<file path="config.mk">
export PLATFORM = sky130hd
export DESIGN_NAME = lphm_queue
export DESIGN_NICKNAME = d
export VERILOG_FILES = /design/src/lphm_queue.sv
export SDC_FILE = /design/constraint.sdc
export NUM_CORES = 1
export LEC_CHECK = 0
export BUFFER_PORTS_ARGS = -buffer_cell sky130_fd_sc_hd__buf_4
export CAP_MARGIN = 20
export CORE_MARGIN = 2
export CORE_UTILIZATION = 44
export CTS_CLUSTER_DIAMETER = 120
export DETAILED_ROUTE_END_ITERATION = 6
export HOLD_SLACK_MARGIN = 0.12
export PLACE_DENSITY = 0.77
export SLEW_MARGIN = 20
export SYNTH_ARGS = -nofsm -noshare
export SYNTH_HDL_FRONTEND = slang
export SYNTH_SLANG_ARGS = --single-unit
</file>
<file path="constraint.sdc">
create_clock -name clk -period 1.6 [get_ports clk]
set_clock_uncertainty 0.2 [all_clocks]
set_input_delay 0.24 -clock clk [delete_from_list [all_inputs] [get_ports clk]]
set_output_delay 0.24 -clock clk [all_outputs]
set_load 0.02 [all_outputs]
</file>
<file path="src/lphm_queue.sv">
// Two-entry queue between the front end and the table engine.
module lphm_queue #(
    parameter int WIDTH = 8
) (
    input  logic             clk,
    input  logic             rst_n,
    input  logic             in_valid,
    output logic             in_ready,
    input  logic [WIDTH-1:0] in_data,
    output logic             out_valid,
    input  logic             out_ready,
    output logic [WIDTH-1:0] out_data
);

    logic [WIDTH-1:0] data_reg [2];
    logic             wptr_reg, rptr_reg;
    logic [1:0]       count_reg, count_next;
    logic             push, pop;

    assign in_ready  = count_reg != 2'd2;
    assign out_valid = count_reg != 2'd0;
    assign out_data  = data_reg[rptr_reg];
    assign push      = in_valid && in_ready;
    assign pop       = out_valid && out_ready;

    always_comb
    begin
        count_next = count_reg;
        if (push && !pop)
        begin
            count_next = count_reg + 2'd1;
        end
        else if (pop && !push)
        begin
            count_next = count_reg - 2'd1;
        end
    end

    // Advance pointers and count
    always_ff @(posedge clk or negedge rst_n)
    begin
        if (!rst_n)
        begin
            wptr_reg  <= 1'b0;
            rptr_reg  <= 1'b0;
            count_reg <= 2'd0;
        end
        else
        begin
            count_reg <= count_next;
            if (push)
            begin
                wptr_reg <= ~wptr_reg;
            end
            if (pop)
            begin
                rptr_reg <= ~rptr_reg;
            end
        end
    end

    always_ff @(posedge clk)
    begin
        if (push)
        begin
            data_reg[wptr_reg] <= in_data;
        end
    end

endmodule

</file>
# Word level (Yosys, flattened, before mapping)
# Memory sizes are Yosys's and may differ from the RTL's.
# Cells that the tools add are included.
[word_totals] rom_bits=0 inputBits=12 reg_bits=4 out_inout_bits=10 mem_bits_rw=16 mem_count=1 elab_cells=21 latchBits=0
[classes] n_reduce_logical=8 mux=4 bitwise=2 shifts=0 magnitude_cmp=0 n_eq_ne=1 n_div=0 mul=0 add_sub_neg=2
[memory_table] memory="data_reg" words=2 width=8 rd=1 rd_ports_with_merged_regs=0 write_ports=1 line="15" rtl="logic [WIDTH-1:0] data_reg [2];"
[ops] op="logical AND 1 bit" count=4
[ops] op="2-to-1 mux 2 bit" count=2
[ops] op="nonzero test 2 bit" count=2
[ops] op="adder 2 x 1 -> 2 bit (second input constant)" count=1
[ops] op="logical NOT 1 bit" count=2
[ops] op="2-to-1 mux 1 bit" count=2
[ops] op="inequality test 2 bit (second input constant)" count=1
[ops] op="NOT 1 bit" count=2
[ops] op="subtractor 2 x 1 -> 2 bit (second input constant)" count=1

# Longest topological paths before layout
# Gate-level depths: netlist (run 1).
[logic_depth] ltp_word=6 mapped_depth=7 mapped_depth_nobuf=7

# Least setup slack after synthesis (run 1)
# No wires, ideal clock.
[synth_timing] path_kind="register to register" startpoint="reg count_reg[0]" endpoint="mem data_reg[0][0], enable pin" path_buffers=0 path_slack_ns=-0.015 arrival_ns=1.045 stages_incl_launch_ff=4 required_time_ns=1.030 setup_ns=0.370 cell_sequence="dfrtp_1 -> nand2b_4 -> nand2_1 -> nor2_1"
[synth_between] elab_chain_len=4
[synth_rtl] element="start: declaration" line="17" rtl="logic [1:0] count_reg, count_next;"
[synth_rtl] element="start signal: assignment" line="50" rtl="count_reg <= count_next;"
[synth_rtl] element="inequality test 2 bit" line="20" rtl="assign in_ready = count_reg != 2'd2;"
[synth_rtl] element="via in_ready" line="8" rtl="output logic in_ready,"
[synth_rtl] element="logical AND 1 bit" line="23" rtl="assign push = in_valid && in_ready;"
[synth_rtl] element="2-to-1 mux 1 bit" line="64" rtl="if (push)"
[synth_rtl] element="2-to-1 mux 1 bit (implied by the code)" line="66" rtl="data_reg[wptr_reg] <= in_data;"
[synth_rtl] element="end: declaration" line="15"
# The timed path passes the listed nets, and every way through them passes these cells.

# Worst setup path in the final report (run 1)
[layout_timing] startpoint="reg rptr_reg" endpoint="out out_data[3]"
[layout_between] elab_chain_len=1
[layout_rtl] element="start: declaration" line="16" rtl="logic wptr_reg, rptr_reg;"
[layout_rtl] element="start signal: assignment" line="57" rtl="rptr_reg <= ~rptr_reg;"
[layout_rtl] element="memory (2 x 8 bit)"
[layout_rtl] element="end: declaration" line="12" rtl="output logic [WIDTH-1:0] out_data"
# Every way passes these cells.

==> results.md, run 1 <==
Routing:
- The detailed-routing wirelength on met1 is slightly below 600 um.
- The first-pass iteration count of the detailed router is 1.
- For this block, the initial DRC count from the detailed router was 0.
- The via count is 500.
- Signal routing reaches up to met4.
- Detailed routing placed a total of around 800 um of wire on met2.
- The residual antenna-violating net count after detailed routing is 0.
- The residual DRC count is 0.
- The final layout contains routed wiring with a total length of 1480 um.
- Summed over all nets, wire length on met3 after detailed routing comes to between 30 and 40 um.
- The routed wirelength normalized by instance count is ~13 um.
- In the routed layout, each cell is associated on average with a via count of ~4.5.

Power and ir drop:
- Of the total power, the share spent switching nets is 0.324.
- Of the total power, registers draw 0.367.
- The analysis attributes to net switching a power of about 0.72 mW.
- VDD sags by at most 0.00112 V.
- The cell internal power dissipation is approximately 1.5 mW.
- The share of total power dissipated in the clock network is 0.110.
- The areal power density over the cells is 1740 nW/um^2.
- The combinational fraction of design power is 0.522.
- The leakage power is between 0.5 and 0.6 nW.

Floorplanning:
- The number of primary I/O pins is 22.
- The floorplan has 15 rows.
- For this configuration, the core starts out at a cell density of 0.461.
- The height of the chip is 46.3 um.
- The floorplan step defined a die boundary enclosing 2140 um^2.
- Measured along the x axis, the die boundary spans about 46 um.
- After floorplanning, the core was sized to cover roughly 1700 um^2.

Place:
- The setup slack after placement is -0.00874 ns.
- The last weighted congestion value of the routability-driven placer is a little under 0.7.
- The number of instances in the placed design is 90.
- The final HPWL from detailed placement is around 880 um.
- The number of port buffers is 21.
- Once placement finished, the instance area stood at approximately 1000 um^2.

Synthesis:
- After synthesis the cells add up to between 700 and 800 um^2.
- Synthesis instantiated 14 different standard cells from the library.
- The number of nets handed over by synthesis was 56.
- For this run, the number of Yosys warnings is 0.
- Synthesis produced a netlist whose cell count is 43.
- The synthesized design contains 20 register bits.
- The sequential-to-total area share from yosys stat is 0.738.
- The synthesized area divided by synthesized cell count is between 15 and 20 um^2.

Worst setup path:
- The startpoint class of the critical path is a flop.
- The data required time of the critical path is 1.16 ns.
- The peak fanout along the critical path is 4.
- The critical path starts at rptr_reg$_DFFE_PN0P_.
- The worst register-to-register path has a depth of 6.
- Following the worst setup path forward leads to its endpoint at out_data[3].
- Data arrives at the worst endpoint at approximately 1.3 ns.
- The beginning of the worst register-to-register path is count_reg[1]$_DFFE_PN0P_.
- The slack of the worst reg-to-reg path is approximately 0.020 ns.
- The category of the worst setup path capture point is a primary output.
- The end of the worst register-to-register path is count_reg[1]$_DFFE_PN0P_.
- The critical path is of the flop to primary output type.

Cells and area:
- The register with the most flip-flops in the layout has 16 of them.
- After the last flow step, the layout net total stands at ~100.
- The layout overhead on the synthesized area is 62.2%.
- The final instance area is 1280 um^2.
- Leaving out fill and tap cells, the most frequent cells in the layout are sky130_fd_sc_hd__edfxtp_1 (16), sky130_fd_sc_hd__buf_4 (16), sky130_fd_sc_hd__dlygate4sd3_1 (12), sky130_fd_sc_hd__buf_6 (12), sky130_fd_sc_hd__mux2_4 (5).
- The number of cells in the finished layout apart from fillers is about 110.
- In the final layout, the share of cells above drive strength 1 is 0.563.
- The diode insertion count for antenna repair is 0.

Global routing:
- The number of global-route vias before repair came to 497.
- Across every metal layer, demand over resource in global routing totals 0.169.
- Global routing finished with a remaining overflow of 0.
- The global-route wire length before repair is roughly 2200 um.
- The largest net degree at the start of global routing is 12.
- The initial antenna violation count is 0.

Timing:
- Across all setup checks in the final design, the least slack found is -0.152 ns.
- The measured slew at the worst slew-check pin is between 0.3 and 0.4 ns.
- The final cycle utilization of the critical path is 1.10.
- The timing-limited maximum frequency is ~0.57 GHz.
- Final hold analysis gives a worst-case slack of approximately 0.32 ns.
- The final max-slew violation count was 0.
- Setup violations remaining at the end of the flow were counted as 8.
- The count of endpoints failing hold in the final timing report is 0.
- The routed design could run at a clock period as short as 1.75 ns.
- Setup repair after global routing could not meet its margin everywhere.
- The relative slew slack is 0.745.

Min path:
- Along the worst hold path, the cell count comes to 1.
- The min-delay analysis places its worst path in the category flop to flop.

Run status:
- The run finished, with violations left.
- The final reports fail on setup timing.

CTS:
- The clock sink count is 20.
- Counting along the longest clock path gives a buffer depth of 2.
- At the later pin of the worst-skew pair, clock insertion delay measures 0.30 ns.
- The number of CTS-inserted buffers is 3.
- TritonCTS built the clock tree.
- The root buffer cell chosen for the clock tree is sky130_fd_sc_hd__clkbuf_4.
- In this run the number of H-tree levels came out at 1.
- Clock-pin slew was measured on the worst setup and hold paths at around 0.10 ns.

Flow run:
- The reported max-cap violation count is 0.
power by group through the flow:
stage	Clock, mW	Combinational [mW]	Sequential [mW]
floorplan	0	0.546	0.794
global placement	0	0.780	0.847
detailed placement	0	0.800	0.855
CTS	0.246	1.07	0.804
global route	0.277	1.25	0.838
finish	0.246	1.16	0.817
worst min path at each step:
| stage | start | end | slack (ns) |
|---|---|---|---|
| after floorplan | rst_n | count_reg[0]$_DFFE_PN0P_ | -0.26 |
| after global placement | rst_n | wptr_reg$_DFFE_PN0P_ | -0.16 |
| after detailed placement | rst_n | wptr_reg$_DFFE_PN0P_ | -0.16 |
| after CTS | in_valid | wptr_reg$_DFFE_PN0P_ | 0.12 |
| after global routing | wptr_reg$_DFFE_PN0P_ | wptr_reg$_DFFE_PN0P_ | 0.36 |
| final | wptr_reg$_DFFE_PN0P_ | wptr_reg$_DFFE_PN0P_ | 0.32 |
kinds of logic (layout without fill, tap and decap cells):
kind of cell,after synthesis,after routing,share of synthesized area
adder cells (fa/ha/maj),1,1,0.0159
XOR/XNOR,5,5,0.0557
multiplexers,8,8,0.114
buffers and inverters,2,46,0.0111
AND/OR/NAND/NOR,7,7,0.0652
flip-flops,20,20,0.738
cell type report:
cell class / instances / area, um^2
well taps: 25 / 31.3
fillers: 121 / 432
flip-flops and latches: 20 / 583
clock buffers: 4 / 26.3
repair buffers: 41 / 395
multi-input cells: 21 / 236
inverters: 1 / 3.75
repair_timing:
item / in CTS / in global routing
resized for setup: 13 / 11
buffers inserted: 6 / 0
setup endpoints to repair: 10 / 10
endpoints found under the hold margin: 21 / 1
pin swaps: 0 / 4
hold buffers: 11 / 1
synthesized netlist by cell type:
master | n | area, um^2
sky130_fd_sc_hd__xor2_1 | 2 | 17.5
sky130_fd_sc_hd__dfrtp_1 | 4 | 100
sky130_fd_sc_hd__buf_2 | 1 | 5.00
sky130_fd_sc_hd__edfxtp_1 | 16 | 480
sky130_fd_sc_hd__or2_4 | 1 | 8.76
sky130_fd_sc_hd__nand2_4 | 1 | 11.3
sky130_fd_sc_hd__nor2_1 | 2 | 7.51
sky130_fd_sc_hd__mux2_2 | 8 | 90.1
sky130_fd_sc_hd__and3_1 | 1 | 6.26
sky130_fd_sc_hd__nand2b_4 | 1 | 13.8
sky130_fd_sc_hd__inv_1 | 1 | 3.75
sky130_fd_sc_hd__xnor2_1 | 3 | 26.3
sky130_fd_sc_hd__nand2_1 | 1 | 3.75
sky130_fd_sc_hd__ha_1 | 1 | 12.5
per-layer routing:
layer  global-route usage  vias to the layer above
met5                    0                        -
met4                0.154                        0
met3               0.0353                        4
met2                0.272                       15
met1                0.183                      238
li1                     -                      243
stage by stage:
stage / TNS (ns) / total power [mW] / util
4_1_cts: -0.927 / 2.12 / 0.715
5_1_grt: -1.64 / 2.36 / 0.747
3_5_place_dp: -0.00874 / 1.66 / 0.586
3_3_place_gp: 0 / 1.63 / 0.586
6_report: -1.13 / 2.22 / 0.747
2_1_floorplan: -0.00985 / 1.34 / -
worst max-delay path, stage by stage, from the launching register on:
cell,delay [ns]
sky130_fd_sc_hd__dfrtp_2,0.45
sky130_fd_sc_hd__buf_6,0.14
sky130_fd_sc_hd__mux2_4,0.29
sky130_fd_sc_hd__buf_6,0.13
Power figures use the tool's default switching activity.
==> inputs of run 2 (changes only) <==
CELL_PAD_IN_SITES_DETAIL_PLACEMENT = 1   (was default)
CELL_PAD_IN_SITES_GLOBAL_PLACEMENT = 1   (was default)
CORE_UTILIZATION = 36   (was 44)
PLACE_DENSITY = 0.76   (was 0.77)
==> run 2 against run 1 <==
The flow still finishes with violations (setup timing). Combinational power is 7% higher. Setup slack improved by 0.0063 ns. Count of clock-buffer cells in the layout did not move. Design area is 1.6% higher. Critical path depth is the same. Cell count increased by 4.5%. Critical endpoint is now out_data[1]. Largest power group unchanged. Highest routed layer unchanged.
==> results.md, run 2 (synthesis gave the netlist of run 1 again) <==
Timing:
- The final cycle utilization of the critical path is 1.09 (was 1.10).
- The post-layout minimum cycle time came to 1.75 ns (about the same).
- The relative slew slack is 0.856 (was 0.745).
- The timing-limited maximum frequency is 0.573 GHz (was 0.571 GHz).
- The post-route worst setup slack is -0.146 ns (was -0.152 ns).
- The count of endpoints failing hold in the final timing report is 0 (unchanged).
- The aggregate negative setup slack is -1.11 ns (was -1.13 ns).
- The final-layout worst hold slack came to 0.149 ns (was 0.322 ns).
- The final number of setup-violating endpoints was 8 (unchanged).
- The measured slew at the worst slew-check pin came to 0.215 ns (was 0.382 ns).
- The final max-slew violation count is 0 (unchanged).
- Setup repair after global routing missed its margin: yes (unchanged).

Worst setup path:
- The startpoint class of the critical path is a flop (unchanged).
- The data required time of the critical path is 1.16 ns (about the same).
- The maximum single-stage delay on the critical path is 0.40 ns (was 0.45 ns).
- CP cell instances: buf_6, mux2_2, buf_6 (was buf_6, mux2_4, buf_6).
- The type of the worst setup path is flop to primary output (unchanged).
- The most frequent cell on the critical path was sky130_fd_sc_hd__buf_6 (unchanged).
- The count of buffering cells on the critical path with inverters included was 2 (unchanged).
- The arrival time of the worst setup path is 1.31 ns (about the same).
- The slack of the worst reg-to-reg path was 0.03 ns (was 0.02 ns).
- The cell type of the slowest stage on the worst timing path is sky130_fd_sc_hd__dfrtp_2 (unchanged).
- The family of cells with the greatest summed delay on the critical path is flip-flops (unchanged).
- The peak fanout along the critical path was 4 (unchanged).
- The category of the worst setup path capture point is a primary output (unchanged).

CTS:
- The later-pin clock latency in the skew report is 0.30 ns (about the same).
- The CTS H-tree depth is 1 (unchanged).
- The CTS tree is built (unchanged).
- The clock transition at the registers of the reported paths came to 0.10 ns (about the same).
- The CTS root buffer is sky130_fd_sc_hd__clkbuf_4 (unchanged).
- The number of CTS-inserted buffers is 3 (unchanged).
- The maximum root-to-sink buffer count is 2 (unchanged).
- The clock sink count is 20 (unchanged).

Floorplanning:
- The floorplan row count was 16 (was 15).
- The width of the die was 50.8 um (was 46.3 um).
- The area of the placeable core is 2000 um^2 (was 1710 um^2).
- The starting density of the core is 0.393 (was 0.461).
- The die area is 2580 um^2 (was 2140 um^2).
- The height of the chip was 50.8 um (was 46.3 um).
- The number of primary I/O pins came to 22 (unchanged).

Global routing:
- The met2 layer usage reported by global route is 0.289 (was 0.272).
- The global-route wire length before repair is 3130 um (was 2240 um).
- The number of global-route vias before repair is 577 (was 497).
- The combined global-route utilization of all metal layers is 0.173 (was 0.169).
- The global-route met1 utilization came to 0.224 (was 0.183).
- The initial antenna violation count is 0 (unchanged).
- The largest net degree at the start of global routing is 12 (unchanged).
- The layer carrying the most global-route usage is met2 (unchanged).
- The remaining global-route overflow is 0 (unchanged).
- The global-route met3 utilization is 0.0298 (was 0.0353).

Power and ir drop:
- The peak supply drop was 0.00101 V (was 0.00112 V).
- The reported net switching power was 0.776 mW (was 0.719 mW).
- The combinational fraction of design power was 0.537 (was 0.522).
- The power consumption is 2.31 mW (was 2.22 mW).
- The power share of the sequential group is 0.352 (was 0.367).
- The areal power density over the cells is 1790 nW/um^2 (was 1740 nW/um^2).
- The cell internal power dissipation is 1.54 mW (was 1.50 mW).
- The leakage power came to 0.541 nW (was 0.530 nW).
- The share of total power consumed by net switching is 0.335 (was 0.324).
- The fraction of power consumed by the clock network came to 0.110 (about the same).

Place:
- The last weighted congestion value of the routability-driven placer is 0.673 (was 0.678).
- The number of instances in the placed design is 94 (was 90).
- The final HPWL from detailed placement is 968 um (was 877 um).
- The number of port buffers is 21 (unchanged).

Cells and area:
- The layout overhead on the synthesized area is 64.7% (was 62.2%).
- The diode insertion count for antenna repair is 0 (unchanged).
- Most used cells in the layout excluding fill and tap cells: sky130_fd_sc_hd__buf_4 (20), sky130_fd_sc_hd__edfxtp_1 (16), sky130_fd_sc_hd__buf_6 (13) (was sky130_fd_sc_hd__edfxtp_1 (16), sky130_fd_sc_hd__buf_4 (16), sky130_fd_sc_hd__dlygate4sd3_1 (12), sky130_fd_sc_hd__buf_6 (12), sky130_fd_sc_hd__mux2_4 (5)).
- The layout filler cell count is 194 (was 121).
- The number of nets in the final layout came to 104 (was 101).
- The final design utilization was 0.648 (was 0.747).
- The most common cell after layout, fill and taps aside is sky130_fd_sc_hd__buf_4.
- The share of cells above drive strength 1 is 0.589 (was 0.563).
- The number of flip-flops in the largest register is 16 (unchanged).
- The number of cells in the finished layout apart from fillers was 117 (was 112).

Routing:
- The routed wirelength normalized by instance count was 16.2 um (was 13.3 um).
- The number of vias per cell came to 4.47 (was 4.46).
- The via count is 523 (was 500).
- The number of DRC violations after detailed-routing iteration 0 came to 13 (was 0).
- The residual DRC count is 0 (unchanged).
- The first-pass iteration count of the detailed router came to 2 (was 1).
- The aggregate routed wire length is 1890 um (was 1480 um).
- The residual antenna-violating net count after detailed routing was 0 (unchanged).

Min path:
- The worst hold-check path type was primary input to flop (was flop to flop).

Flow run:
- The reported max-cap violation count was 0 (unchanged).

Run status:
- Outcome: finished, violations left (unchanged).
- Violated checks: setup timing (unchanged).
## run 2: worst paths after layout
| kind | endpoint | start | cells past startpoint |
|---|---|---|---|
| max | out_data[1] | rptr_reg$_DFFE_PN0P_ | 3 |
| min | wptr_reg$_DFFE_PN0P_ | in_valid | 4 |
| max reg2reg | count_reg[1]$_DFFE_PN0P_ | count_reg[0]$_DFFE_PN0P_ | 6 |
| min reg2reg | wptr_reg$_DFFE_PN0P_ | wptr_reg$_DFFE_PN0P_ | 1 |
| max in group asynchronous | rptr_reg$_DFFE_PN0P_ | rst_n | 3 |
| min in group asynchronous | count_reg[1]$_DFFE_PN0P_ | rst_n | 3 |
## run 2: what timing repair did
item                                   CTS  global route
setup endpoints to repair               10            23
hold buffers                            11             0
endpoints found under the hold margin   21             0
setup buffers                            6             2
pin swaps                                4             6
resized for setup                       17            11
## run 2: metal layers
metal	vias up	share of wire
met5	-	0
met4	0	0.026
met3	4	0.030
met2	16	0.51
met1	254	0.43
li1	249	-
## run 2: final cells by class
type                       count  area, um^2  share of cell area
sequential                    20         582               0.449
timing repair buffer          44         407               0.314
tap                           27        33.8              0.0261
multi-input combinational     21         241               0.186
inverter                       1        6.26             0.00483
clock buffer                   4        26.3              0.0203
## run 2: worst reg2reg max path, stage by stage, from the launching register on
cell and delay (ns):
sky130_fd_sc_hd__dfrtp_1 0.41, sky130_fd_sc_hd__or2_4 0.28, sky130_fd_sc_hd__nand2_4 0.08, sky130_fd_sc_hd__ha_4 0.13, sky130_fd_sc_hd__xor2_1 0.14, sky130_fd_sc_hd__nor2_1 0.07, sky130_fd_sc_hd__xor2_1 0.14
## run 2: stage by stage
step	area, um^2	worst slack (ns)
finish	1300	-0.146
detailed placement	1010	-0.00150
CTS	1240	-0.122
global route	1300	-0.203
global placement	1010	0.0320
floorplan	790	-0.00985
## run 2: power by group through the flow
stage	logic (mW)	clock network [mW]	registers [mW]
2_1_floorplan	0.546	0	0.794
3_3_place_gp	0.795	0	0.840
3_5_place_dp	0.813	0	0.847
4_1_cts	1.11	0.245	0.800
5_1_grt	1.32	0.289	0.831
6_report	1.24	0.256	0.816
