$ cat config.mk
export PLATFORM = sky130hd
export DESIGN_NAME = lphm_front
export DESIGN_NICKNAME = d
export VERILOG_FILES = /design/src/lphm_pkg.sv /design/src/lphm_front.sv
export SDC_FILE = /design/constraint.sdc
export NUM_CORES = 1
export LEC_CHECK = 0
export BUFFER_PORTS_ARGS = -buffer_cell sky130_fd_sc_hd__buf_2
export CAP_MARGIN = 15
export CORE_MARGIN = 3
export CORE_UTILIZATION = 61
export DETAILED_ROUTE_END_ITERATION = 10
export GPL_TIMING_DRIVEN = 0
export PLACE_DENSITY_LB_ADDON = 0.2
export SLEW_MARGIN = 20
export SYNTH_ARGS = -nofsm -noshare
export SYNTH_HDL_FRONTEND = slang
export SYNTH_SLANG_ARGS = --single-unit
$ cat constraint.sdc
create_clock -name clk -period 9.32 [get_ports clk]
set_input_delay 2.796 -clock clk [delete_from_list [all_inputs] [get_ports clk]]
set_output_delay 2.796 -clock clk [all_outputs]
set_load 0.02 [all_outputs]
$ cat src/lphm_pkg.sv
// Shared types and codes for the linear probing hash map.
package lphm_pkg;

    // Operation kinds
    localparam logic [1:0] KIND_READ   = 2'd0;
    localparam logic [1:0] KIND_WRITE  = 2'd1;
    localparam logic [1:0] KIND_REMOVE = 2'd2;
    localparam logic [1:0] KIND_CLEAR  = 2'd3;

    // Result status codes
    localparam logic [1:0] STAT_OK       = 2'd0;
    localparam logic [1:0] STAT_ABSENT   = 2'd1;
    localparam logic [1:0] STAT_FULL     = 2'd2;

    // Mixer multiplier
    localparam logic [31:0] MIX_MUL = 32'h045d_9f3b;

    // One request as accepted on the input stream
    typedef struct packed {
        logic [1:0]  kind;
        logic [31:0] key;
        logic [31:0] value;
    } req_t;

    // One slot as stored in the table memory
    typedef struct packed {
        logic        used;
        logic        deleted;
        logic [31:0] value;
        logic [31:0] key;
    } entry_t;

endpackage

$ cat src/lphm_front.sv
// Front end: accepts requests and computes the home slot of each key.
module lphm_front #(
    parameter int TABLE_SIZE = 1024
) (
    input  logic                           clk,
    input  logic                           rst_n,
    input  logic                           in_valid,
    output logic                           in_ready,
    input  lphm_pkg::req_t                 in_req,
    output logic                           q_valid,
    input  logic                           q_ready,
    output logic [$bits(lphm_pkg::req_t)+$clog2(TABLE_SIZE)-1:0] q_data
);

    localparam int IDX_W = $clog2(TABLE_SIZE);
    localparam int R_W   = IDX_W + 1;
    localparam bit POW2  = (TABLE_SIZE & (TABLE_SIZE - 1)) == 0;
    localparam logic [R_W-1:0] TS = R_W'(TABLE_SIZE);

    typedef enum logic [4:0] {
        F_IDLE = 5'b00001,
        F_MIX1 = 5'b00010,
        F_MIX2 = 5'b00100,
        F_MOD  = 5'b01000,
        F_PUSH = 5'b10000
    } fstate_t;

    fstate_t        state_reg, state_next;
    lphm_pkg::req_t req_reg, req_next;
    logic [31:0]    x_reg, x_next;
    logic [R_W-1:0] rem_reg, rem_next;
    logic [2:0]     cnt_reg, cnt_next;
    logic [IDX_W-1:0] home_reg, home_next;

    logic [31:0]    mixed;
    logic [R_W-1:0] rem_step;

    // Xor with arithmetic shift, then multiply
    assign mixed = ({{16{x_reg[31]}}, x_reg[31:16]} ^ x_reg) * lphm_pkg::MIX_MUL;

    // Four restoring remainder steps on the top nibble
    always_comb
    begin
        rem_step = rem_reg;
        for (int b = 0; b < 4; b++)
        begin
            rem_step = {rem_step[IDX_W-1:0], x_reg[31-b]};
            if (rem_step >= TS)
            begin
                rem_step = rem_step - TS;
            end
        end
    end

    always_comb
    begin
        state_next = state_reg;
        req_next   = req_reg;
        x_next     = x_reg;
        rem_next   = rem_reg;
        cnt_next   = cnt_reg;
        home_next  = home_reg;
        unique case (state_reg)
            F_IDLE:
            begin
                if (in_valid)
                begin
                    req_next   = in_req;
                    x_next     = in_req.key;
                    state_next = F_MIX1;
                end
            end
            F_MIX1:
            begin
                x_next     = mixed;
                state_next = F_MIX2;
            end
            F_MIX2:
            begin
                // Second mix round and the final xor-shift
                x_next = {{16{mixed[31]}}, mixed[31:16]} ^ mixed;
                if (POW2)
                begin
                    home_next  = x_next[IDX_W-1:0];
                    state_next = F_PUSH;
                end
                else
                begin
                    rem_next   = '0;
                    cnt_next   = '0;
                    state_next = F_MOD;
                end
            end
            F_MOD:
            begin
                // Eight nibble steps of the remainder
                rem_next = rem_step;
                x_next   = {x_reg[27:0], 4'd0};
                cnt_next = cnt_reg + 3'd1;
                if (cnt_reg == 3'd7)
                begin
                    home_next  = rem_step[IDX_W-1:0];
                    state_next = F_PUSH;
                end
            end
            F_PUSH:
            begin
                if (q_ready)
                begin
                    state_next = F_IDLE;
                end
            end
            default:
            begin
                state_next = F_IDLE;
            end
        endcase
    end

    always_ff @(posedge clk or negedge rst_n)
    begin
        if (!rst_n)
        begin
            state_reg <= F_IDLE;
            cnt_reg   <= '0;
        end
        else
        begin
            state_reg <= state_next;
            cnt_reg   <= cnt_next;
        end
    end

    always_ff @(posedge clk)
    begin
        req_reg  <= req_next;
        x_reg    <= x_next;
        rem_reg  <= rem_next;
        home_reg <= home_next;
    end

    assign in_ready = state_reg == F_IDLE;
    assign q_valid  = state_reg == F_PUSH;
    assign q_data   = {req_reg, home_reg};

endmodule

## Word-level counts from Yosys, hierarchy flattened

Index checks and enable logic that the tools add are counted.

| word-level totals | value |
|---|---|
| input bits | 70 |
| register bits | 126 |

| cells by class | value |
|---|---|
| reduce and logical (&&, ||, !) cells | 6 |
| $mul | 1 |
| mux-type cells | 12 |
| eq/ne operators | 9 |
| add/sub/neg operators | 5 |
| order comparisons | 4 |
| bitwise gates (word level) | 2 |

Operators by type and width:

| kind | number |
|---|---|
| $pmux 32 s4 | 1 |
| $xor 32x32->32 | 2 |
| $mux 10 | 5 |
| $ge 11x11->1 const B | 4 |
| $sub 10x1->10 const B | 4 |
| $mul 32x27->32 const B | 1 |
| $mux 32 | 1 |
| $pmux 5 s5 | 1 |
| $pmux 10 s2 | 1 |
| $mux 5 | 3 |
| $reduce_and 2->1 | 3 |
| $eq 5x1->1 const B | 1 |
| $eq 5x2->1 const B | 1 |
| $eq 5x3->1 const B | 1 |
| $eq 5x4->1 const B | 1 |
| $eq 5x5->1 const B | 1 |
| $ne 2x2->1 const B | 2 |
| $reduce_bool 4->1 | 1 |
| $add 3x1->3 const B | 1 |
| $eq 3x3->1 const B | 1 |
| $reduce_and 3->1 | 1 |
| $ne 2x1->1 const B | 1 |
| $reduce_bool 2->1 | 1 |

## Depth between registers and ports, before layout

Gate-level depths: netlist of the first run.

| depth | value |
|---|---|
| word-level depth | 10 |
| mapped depth | 27 |

## Worst setup path before layout of the first run

Ideal clock, no wire load.

| timing | value |
|---|---|
| kind | register -> register |
| start | reg x_reg[31] |
| end | reg x_reg[30] (data pin) |
| path slack | 1395 ps |
| setup time | 266 ps |
| arrival | 7659 ps |
| period minus slack after synthesis | 7925 ps |
| stages on the path, launching flop included | 26 |
| required time | 9054 ps |
| path buffers | 3 |
| path through | edfxtp_1 clkbuf_1 clkbuf_1 xor2_1 fa_1 ha_1 fa_1 inv_1 fa_1 inv_1 fa_1 fa_1 inv_1 fa_1 inv_1 ha_1 o21ai_0 nor2_1 or4_1 a221o_1 o41ai_4 o21ai_2 xnor2_2 buf_6 xor2_1 o21ai_1 |

| between the ends | value |
|---|---|
| word-level cells in the longest chain between the ends | 4 |

Ends and longest elaborated chain:

| element | line | RTL |
|---|---|---|
| from (decl) | lphm_front.sv:30 | `logic [31:0] x_reg, x_next;` |
| from (signal assigned) | lphm_front.sv:137 | `x_reg <= x_next;` |
| $xor 32x32->32 * | lphm_front.sv:39 | `assign mixed = ({{16{x_reg[31]}}, x_reg[31:16]} ^ x_reg) * lphm_pkg::MIX_MUL;` |
| $mul 32x27->32 * | lphm_front.sv:39 |  |
| $xor 32x32->32 | lphm_front.sv:81 | `x_next = {{16{mixed[31]}}, mixed[31:16]} ^ mixed;` |
| $pmux 32 s4 * | lphm_front.sv:63 | `unique case (state_reg)` |
| via x_next[30] | lphm_front.sv:30 |  |

Mark *: on every way through the listed nets, which the timed path passes. The rest lies on a longest branch.
A chain may end at the register's enable or synchronous reset.

## Worst setup path after layout of the first run

Same ends and word-level chain as after synthesis.

==> results of run 1 <==
==> metrics by stage <==
step                instance area [µm²]  std cells  setup WS (ps)
floorplan                         13760       1287           1395
CTS                               15220       1732          115.5
detailed placement                14920       1716          164.0
finish                            15250       1732          510.5
global route                      15250       1732          231.0
global placement                  14850       1714          183.4
==> worst max path at each step <==
stage,cells past startpoint,endpoint
floorplan,25,x_reg[30]$_DFFE_PP_
global placement,25,x_reg[28]$_DFFE_PP_
detailed placement,24,x_reg[30]$_DFFE_PP_
CTS,24,x_reg[30]$_DFFE_PP_
global route,25,x_reg[30]$_DFFE_PP_
finish,25,x_reg[30]$_DFFE_PP_
==> synthesized netlist by cell type, types with 2 or more instances <==
| cell | number |
|---|---|
| inv_1 | 406 |
| fa_1 | 201 |
| ha_1 | 166 |
| edfxtp_1 | 108 |
| xnor2_1 | 75 |
| xor2_1 | 66 |
| nor2_1 | 33 |
| nand2_1 | 31 |
| a21oi_1 | 21 |
| o21ai_1 | 20 |
| a22oi_1 | 19 |
| o21ai_0 | 19 |
| a21o_1 | 14 |
| clkbuf_1 | 11 |
| nor3_1 | 8 |
| a221o_1 | 7 |
| or2_2 | 7 |
| nand3_1 | 6 |
| a32oi_1 | 5 |
| and2_1 | 5 |
| and3_1 | 5 |
| nor3b_1 | 4 |
| a211oi_1 | 3 |
| dfrtp_1 | 3 |
| nand3b_1 | 3 |
| o211ai_1 | 3 |
| o21bai_1 | 3 |
| a2111oi_0 | 2 |
| a221oi_1 | 2 |
| nand4_1 | 2 |
| nor4b_1 | 2 |
| o21a_1 | 2 |
| o221ai_1 | 2 |
==> worst max-delay path, cell delays in order (launching register included) <==
cell	delay, ps
edfxtp_1	330
clkbuf_1	400
clkbuf_2	440
xor2_1	700
fa_1	570
ha_1	340
fa_1	570
inv_1	60
fa_1	490
inv_1	50
fa_1	490
fa_1	510
inv_1	50
fa_1	490
inv_1	50
ha_1	340
o21ai_0	100
nor2_1	80
or4_1	410
a221o_1	370
o41ai_4	380
o21ai_2	130
xnor2_2	610
buf_6	260
xor2_1	200
o21ai_1	100
==> per-layer routing <==
layer / vias to the layer above / part of all wire, % / track usage, %
li1: 4333 / - / -
met1: 4646 / 42 / 40.52
met2: 411 / 46 / 47.28
met3: 57 / 8.2 / 6.084
met4: 0 / 3.3 / 9.671
met5: - / 0 / 0
==> logic make-up after synthesis <==
family,count (synthesis)
simple gates,111
fa+ha+maj,367
xor+xnor,142
buf+inv,419
compound gates,136
flops,112
==> placed cells by master (no fill, tap or decap), drive strengths merged, types with 5 or more instances in the layout <==
master  instances
fa            201
xor2           66
buf           150
nand3           6
nand2          31
and2            5
edfxtp        108
a21oi          22
inv           410
a32oi           5
nor2           33
a221o           7
a22oi          19
clkbuf         20
xnor2          76
a21o           15
or2             7
nor3            8
o21ai          40
and3            5
ha            166
==> timing repair <==
item / in CTS / in global routing
resized for setup: 0 / 3
setup endpoints to repair: 0 / 9
endpoints found under the hold margin: 0 / 0
==> cell type report <==
cell class,count,area (µm²),share of cell area [%]
Buffer,12,55.05,0.3610
Clock buffer,9,225.2,1.477
Clock inverter,7,80.08,0.5251
Inverter,407,1528,10.02
Multi-Input combinational cell,756,8882,58.25
Sequential cell,112,3344,21.93
Tap cell,280,350.3,2.298
Timing Repair Buffer,149,783.3,5.137
==> run_results.csv, run 1 <==
group,metric,value,unit
status,status,"finished, final reports clean",
worst_setup_path,r2r-start,"x_reg[31]$_DFFE_PP_",
drt,drt_pass1_iterations,5,
grt,grt.overflow.total,0,
logic_synthesis,avgSynthCellArea,10.69,µm²
logic_synthesis,ys_async_sr_fraction,3.571,%
logic_synthesis,yosys.area.top_type,"fa_1",
grt,grt_max_degree,35,
drt,drt_wl_total,34240,µm
logic_synthesis,synth.distinct_cells,56,
sta,setup_viol,0,
sta,tns,0,ps
grt,grt_use_total,29.41,%
logic_synthesis,syn_nets,1724,
logic_synthesis,yosysWarnings,0,
sta,relSlewSlack,24.96,%
floorplan,core.rowCount,54,
cts,cts_sinks,112,
worst_setup_path,worst_setup_path_start_kind,"flop",
layout,largest_reg_flops,66,
logic_synthesis,synth_top_family_by_area,"adder cells",
worst_setup_path,worstPathRequired,9410,ps
cts,cts_made_buffers,9,
layout,antenna_cells,0,
sta,timing.final.crit_share,94.52,%
logic_synthesis,synth_compound_gate_area_share,6.891,%
sta,hold_viol,0,
sta,whs,649.5,ps
layout,nets,1884,
floorplan,fp.dieH,156.2,µm
floorplan,fp.dieW,156.2,µm
placed_design,dp.final_hpwl,29830,µm
run,maxCapViolCount,0,
logic_synthesis,synth_top_cell_area_share,29.24,%
floorplan,pin_count,148,
drt,vias,9447,
logic_synthesis,synth_fa_ha_area_share,44.33,%
floorplan,core-area,0.02203,mm²
sta,max_slew.worst_pin.slew,1122,ps
worst_hold_path,hold-path-cell-count,3,
sta,fmax,0.1135,GHz
worst_setup_path,crit_arrival,8900,ps
worst_setup_path,reg2reg_to,"x_reg[30]$_DFFE_PP_",
layout,area_growth,10.79,%
worst_setup_path,path_max_fanout,10,
logic_synthesis,yosysSeqAreaShare,24.30,%
worst_setup_path,crit_path_end_kind,"flop",
sta,drv_slew,0,
logic_synthesis,synth-seq-cells,112,
logic_synthesis,synth_xor_area_share,9.091,%
logic_synthesis,synthSimpleGateAreaFrac,3.909,%
cts,clkLatencyLatePin,350,ps
cts,post-cts-setup-buffer-count,0,
drt,vias_per_cell,5.454,
drt,initialDrtViolationCount,719,
worst_setup_path,r2r_cells,25,
sta,fin_crit,8809,ps
cts,hold_buffers,0,
layout,utilization,69.23,%
layout,n_fill_cell,1703,
worst_setup_path,cp-startpoint,"x_reg[31]$_DFFE_PP_",
drt,wl_per_cell,19.77,µm
logic_synthesis,synth_edf_count,108,
drt,drc,0,
cts,htree_levels,3,
worst_hold_path,hold_path.startpoint,"state_reg[1]$_DFFE_PN0P_",
cts,clock-root-buffer,"clkbuf_16",
logic_synthesis,synthTopCellsByArea,"fa_1, edfxtp_1, ha_1",
sta,clock_skew,12.46,ps
cts,path_clk_slew,80,ps
worst_setup_path,critical_path_class,"flop to flop",
logic_synthesis,synth_cells,1287,
floorplan,start_util,62.49,%
worst_setup_path,ff2ff_setup_slack,510,ps
logic_synthesis,synth_flop_cell,"edfxtp_1",
cts,cts_tree,"built",
sta,rsz0062_at_grt,"no",
grt,antenna_found_initial,0,
placed_design,io_buffer_count,147,
worst_hold_path,hold_class,"flop to flop",
placed_design,place_congestion,0.9670,
drt,ant_nets,0,
grt,grt_pass1_wl,54230,µm
floorplan,die_area,0.02440,mm²
cts,cts.path.max_buffers,2,
grt,grt_pass1_vias,10102,
worst_hold_path,hold_end,"state_reg[4]$_DFFE_PN0P_",
logic_synthesis,synth_mux_area_share,0,%
logic_synthesis,syn-cell-area,0.01376,mm²
layout,drive_gt1_share,13.02,%
Power of run 1 is left out: the tool's default activity adds up to more than one toggle a clock period on the data nets, which glitch-free logic cannot reach.
==> run 2, diff against run 1 <==
- BUFFER_PORTS_ARGS: -buffer_cell sky130_fd_sc_hd__buf_2 -> default
- CORE_UTILIZATION: 61 -> 65
- DONT_BUFFER_PORTS: default -> 1
==> run_results.csv, run 2 (synthesis results as in run 1) <==
group,metric,value,unit
grt,grt_pass1_vias,9828,
cts,cts.path.max_buffers,2,
layout,mostFrequentLayoutCells,"inv_1, fa_1, ha_1",
sta,timing.final.crit_share,95.92,%
drt,vias,8929,
layout,layout_commonest_cell,"inv_1",
cts,htree_levels,3,
grt,grt_use_total,31.08,%
worst_setup_path,crit_buf_inv,7,
layout,n_fill_cell,1501,
drt,drt_wl_total,33420,µm
floorplan,core-area,0.02049,mm²
worst_setup_path,cpMaxStageDelayCell,"clkbuf_1",
cts,cts_made_buffers,9,
worst_setup_path,path_delay_family,"adder cells",
cts,cts_tree,"built",
cts,path_clk_slew,80,ps
sta,setup_viol,0,
sta,fin_crit,8939,ps
worst_setup_path,worst_setup_path_start_kind,"flop",
sta,fmax,0.1119,GHz
layout,drive_gt1_share,3.295,%
cts,hold_buffers,0,
layout,antenna_cells,0,
layout,nets,1737,
sta,tns,0,ps
drt,initialDrtViolationCount,574,
layout,largest_reg_flops,66,
sta,clock_skew,8.150,ps
cts,clkLatencyLatePin,350,ps
drt,drt_pass1_iterations,6,
worst_hold_path,hold_class,"flop to flop",
drt,wl_per_cell,21.22,µm
worst_setup_path,critical_path_class,"flop to flop",
sta,relSlewSlack,22.10,%
sta,max_slew.worst_pin.slew,1168,ps
status,status,"finished, final reports clean",
run,maxCapViolCount,0,
drt,drc,0,
drt,ant_nets,0,
grt,grt_pass1_wl,53020,µm
worst_setup_path,crit_path_end_kind,"flop",
placed_design,place_congestion,0.9234,
grt,grt_max_degree,67,
worst_setup_path,path_common_cell,"fa_1",
floorplan,pin_count,148,
sta,drv_slew,0,
grt,grt.overflow.total,0,
worst_setup_path,crit_arrival,9020,ps
floorplan,core.rowCount,52,
worst_setup_path,slowest_delay,660,ps
cts,cts_sinks,112,
drt,vias_per_cell,5.669,
floorplan,fp.dieW,151.5,µm
sta,rsz0062_at_grt,"no",
worst_setup_path,worstPathRequired,9400,ps
sta,hold_viol,0,
grt,antenna_found_initial,0,
worst_setup_path,path_max_fanout,10,
cts,clock-root-buffer,"clkbuf_16",
floorplan,die_area,0.02296,mm²
floorplan,fp.dieH,151.5,µm
placed_design,io_buffer_count,0,
floorplan,start_util,67.16,%
placed_design,dp.final_hpwl,28930,µm
layout,area_growth,5.600,%
run 2: per-stage QoR:
stage / hold slack, ps / worst slack, ps / utilization, % / area [µm²] / cells
finish: 712.2 / 380.6 / 70.92 / 14530 / 1575
detailed placement: 691.7 / 146.4 / 69.20 / 14180 / 1559
floorplan: 652.8 / 1395 / - / 13760 / 1287
CTS: 696.6 / 94.83 / 70.73 / 14500 / 1575
global route: 723.4 / 16.62 / 70.92 / 14530 / 1575
global placement: 690.4 / 240.1 / 68.80 / 14100 / 1557
run 2: cell type report:
type                            count  area (µm²)  area share [%]
Clock inverter                      7       88.84          0.6112
Timing Repair Buffer                2       55.05          0.3788
Inverter                          407        1528           10.51
Multi-Input combinational cell    756        8902           61.25
Buffer                             12       52.55          0.3616
Sequential cell                   112        3344           23.01
Clock buffer                        9       225.2           1.550
Tap cell                          270       337.8           2.324
run 2: routing by layer:
layer	routed length, µm	vias up	track usage, %
met3	3002	70	7.406
met1	13280	4409	41.79
met5	0	-	0
met2	16120	430	51.01
met4	1019	0	9.075
li1	-	4020	-
run 2: worst paths after layout:
check / from / slack (ps) / to / depth (start not counted)
worst max-delay path: x_reg[31]$_DFFE_PP_ / 380 / x_reg[30]$_DFFE_PP_ / 25
worst min-delay path: state_reg[2]$_DFFE_PN0P_ / 710 / state_reg[4]$_DFFE_PN0P_ / 3
worst max register to register: x_reg[31]$_DFFE_PP_ / 380 / x_reg[30]$_DFFE_PP_ / 25
worst min register to register: state_reg[2]$_DFFE_PN0P_ / 710 / state_reg[4]$_DFFE_PN0P_ / 3
max in group asynchronous: rst_n / 7010 / state_reg[0]$_DFFE_PN1P_ / 0
min in group asynchronous: rst_n / 2130 / state_reg[1]$_DFFE_PN0P_ / 0
run 2: worst min-delay path, stage by stage (launching register included):
cell	delay, ps
dfrtp_1	420
nor4b_2	130
nand2_1	80
nand2_1	40
run 2: repair_timing:
item | CTS | global route
buffers inserted | 0 | 0
resized for setup | 0 | 2
endpoints found under the setup margin | 0 | 9
Power of run 2 is left out for the same reason.
==> run 3, diff against run 2 <==
- CORE_UTILIZATION: 65 -> 60
- clock period: 9.32 -> 7.7 ns (I/O delays scaled with it)
==> run_results.csv, run 3 (synthesis results as in run 1) <==
group,metric,value,unit
status,status,"finished, final reports clean",
cts,htree_levels,3,
drt,drt_wl_total,35150,µm
grt,grt.overflow.total,0,
cts,clock-root-buffer,"clkbuf_16",
cts,path_clk_slew,80,ps
sta,max_slew.worst_pin.slew,1134,ps
grt,grt_pass1_vias,9605,
floorplan,fp.dieH,157.5,µm
drt,drc,0,
drt,ant_nets,0,
layout,antenna_cells,0,
drt,vias_per_cell,5.541,
floorplan,start_util,62.10,%
sta,relSlewSlack,24.38,%
drt,vias,9120,
cts,cts_tree,"built",
sta,fin_crit,7537,ps
layout,final_area,0.01547,mm²
sta,hold_viol,0,
cts,clkLatencyLatePin,360,ps
grt,grt_pass1_wl,53710,µm
sta,clock_skew,11.29,ps
worst_setup_path,crit_buf_inv,7,
layout,mostFrequentLayoutCells,"inv_1, fa_1, ha_1",
grt,antenna_found_initial,0,
drt,initialDrtViolationCount,768,
layout,area_growth,12.43,%
worst_setup_path,worstPathRequired,7790,ps
run,maxCapViolCount,0,
drt,wl_per_cell,21.35,µm
layout,drive_gt1_share,10.32,%
placed_design,io_buffer_count,0,
layout,largest_reg_flops,66,
drt,drt_pass1_iterations,5,
placed_design,dpl_cell_area,0.01421,mm²
worst_setup_path,worst_setup_path_start_kind,"flop",
layout,nets,1798,
placed_design,place_congestion,0.9622,
sta,drv_slew,0,
worst_setup_path,slowest_delay,530,ps
layout,layout_commonest_cell,"inv_1",
floorplan,core.rowCount,54,
cts,hold_buffers,0,
floorplan,fp.dieW,157.5,µm
worst_setup_path,cpMaxStageDelayCell,"fa_1",
cts,cts.path.max_buffers,2,
placed_design,dp.final_hpwl,29140,µm
worst_setup_path,critical_path_class,"flop to flop",
grt,grt_max_degree,46,
sta,fmax,0.1327,GHz
cts,cts_sinks,112,
floorplan,core-area,0.02216,mm²
worst_hold_path,hold_class,"flop to flop",
floorplan,die_area,0.02479,mm²
worst_setup_path,path_delay_family,"adder cells",
sta,timing.final.crit_share,97.88,%
grt,grt_use_total,29.16,%
floorplan,pin_count,148,
worst_setup_path,crit_arrival,7620,ps
sta,setup_viol,0,
worst_setup_path,crit_path_end_kind,"flop",
cts,cts_made_buffers,9,
worst_setup_path,path_max_fanout,7,
[run 3: metrics by stage]
| step | util, % | worst slack (ps) | std cells | TNS (ps) | hold slack [ps] |
|---|---|---|---|---|---|
| floorplan | - | 84.88 | 1287 | 0 | 652.8 |
| global placement | 63.79 | -1184 | 1567 | -27850 | 704.8 |
| detailed placement | 64.13 | -1234 | 1569 | -28930 | 684.9 |
| CTS | 67.46 | 21.51 | 1592 | 0 | 710.5 |
| global route | 69.82 | -30.01 | 1646 | -108.6 | 746.3 |
| finish | 69.82 | 163.1 | 1646 | 0 | 709.3 |
[run 3: final timing paths]
path                                           from                  endpoint  slack, ps  cells after the start
max                             x_reg[21]$_DFFE_PP_       x_reg[17]$_DFFE_PP_        160                     27
min                        state_reg[1]$_DFFE_PN0P_  state_reg[4]$_DFFE_PN0P_        710                      3
max reg2reg                     x_reg[21]$_DFFE_PP_       x_reg[17]$_DFFE_PP_        160                     27
min reg2reg                state_reg[1]$_DFFE_PN0P_  state_reg[4]$_DFFE_PN0P_        710                      3
max in group asynchronous                     rst_n  state_reg[0]$_DFFE_PN1P_       5890                      0
min in group asynchronous                     rst_n  state_reg[1]$_DFFE_PN0P_       1640                      0
[run 3: layout make-up]
class | instances | area [µm²]
multi-input combinational | 756 | 9338
fill | 1655 | 6688
sequential | 112 | 3344
inverter | 407 | 1531
timing repair buffer | 64 | 541.8
tap | 280 | 350.3
clock buffer | 9 | 225.2
clock inverter | 7 | 83.83
buffer | 11 | 58.81
[run 3: worst min-delay path, stage by stage (launching register included)]
cell and delay [ps]:
dfrtp_1 420, nor4b_2 130, nand2_1 80, nand2_1 50
[run 3: timing repair]
action,in CTS,in global routing
pin swaps,3,19
gates resized for setup,44,18
setup buffers,8,54
gates cloned,0,0
hold endpoints to repair,0,0
setup endpoints to repair,40,27
[run 3: routing by layer]
metal | global-route usage, % | vias up | wire length (µm)
li1 | - | 4147 | -
met1 | 40.70 | 4553 | 14800
met2 | 47.49 | 379 | 16890
met3 | 6.131 | 41 | 2600
met4 | 6.901 | 0 | 853
met5 | 0 | - | 0
Power of run 3 is left out for the same reason.
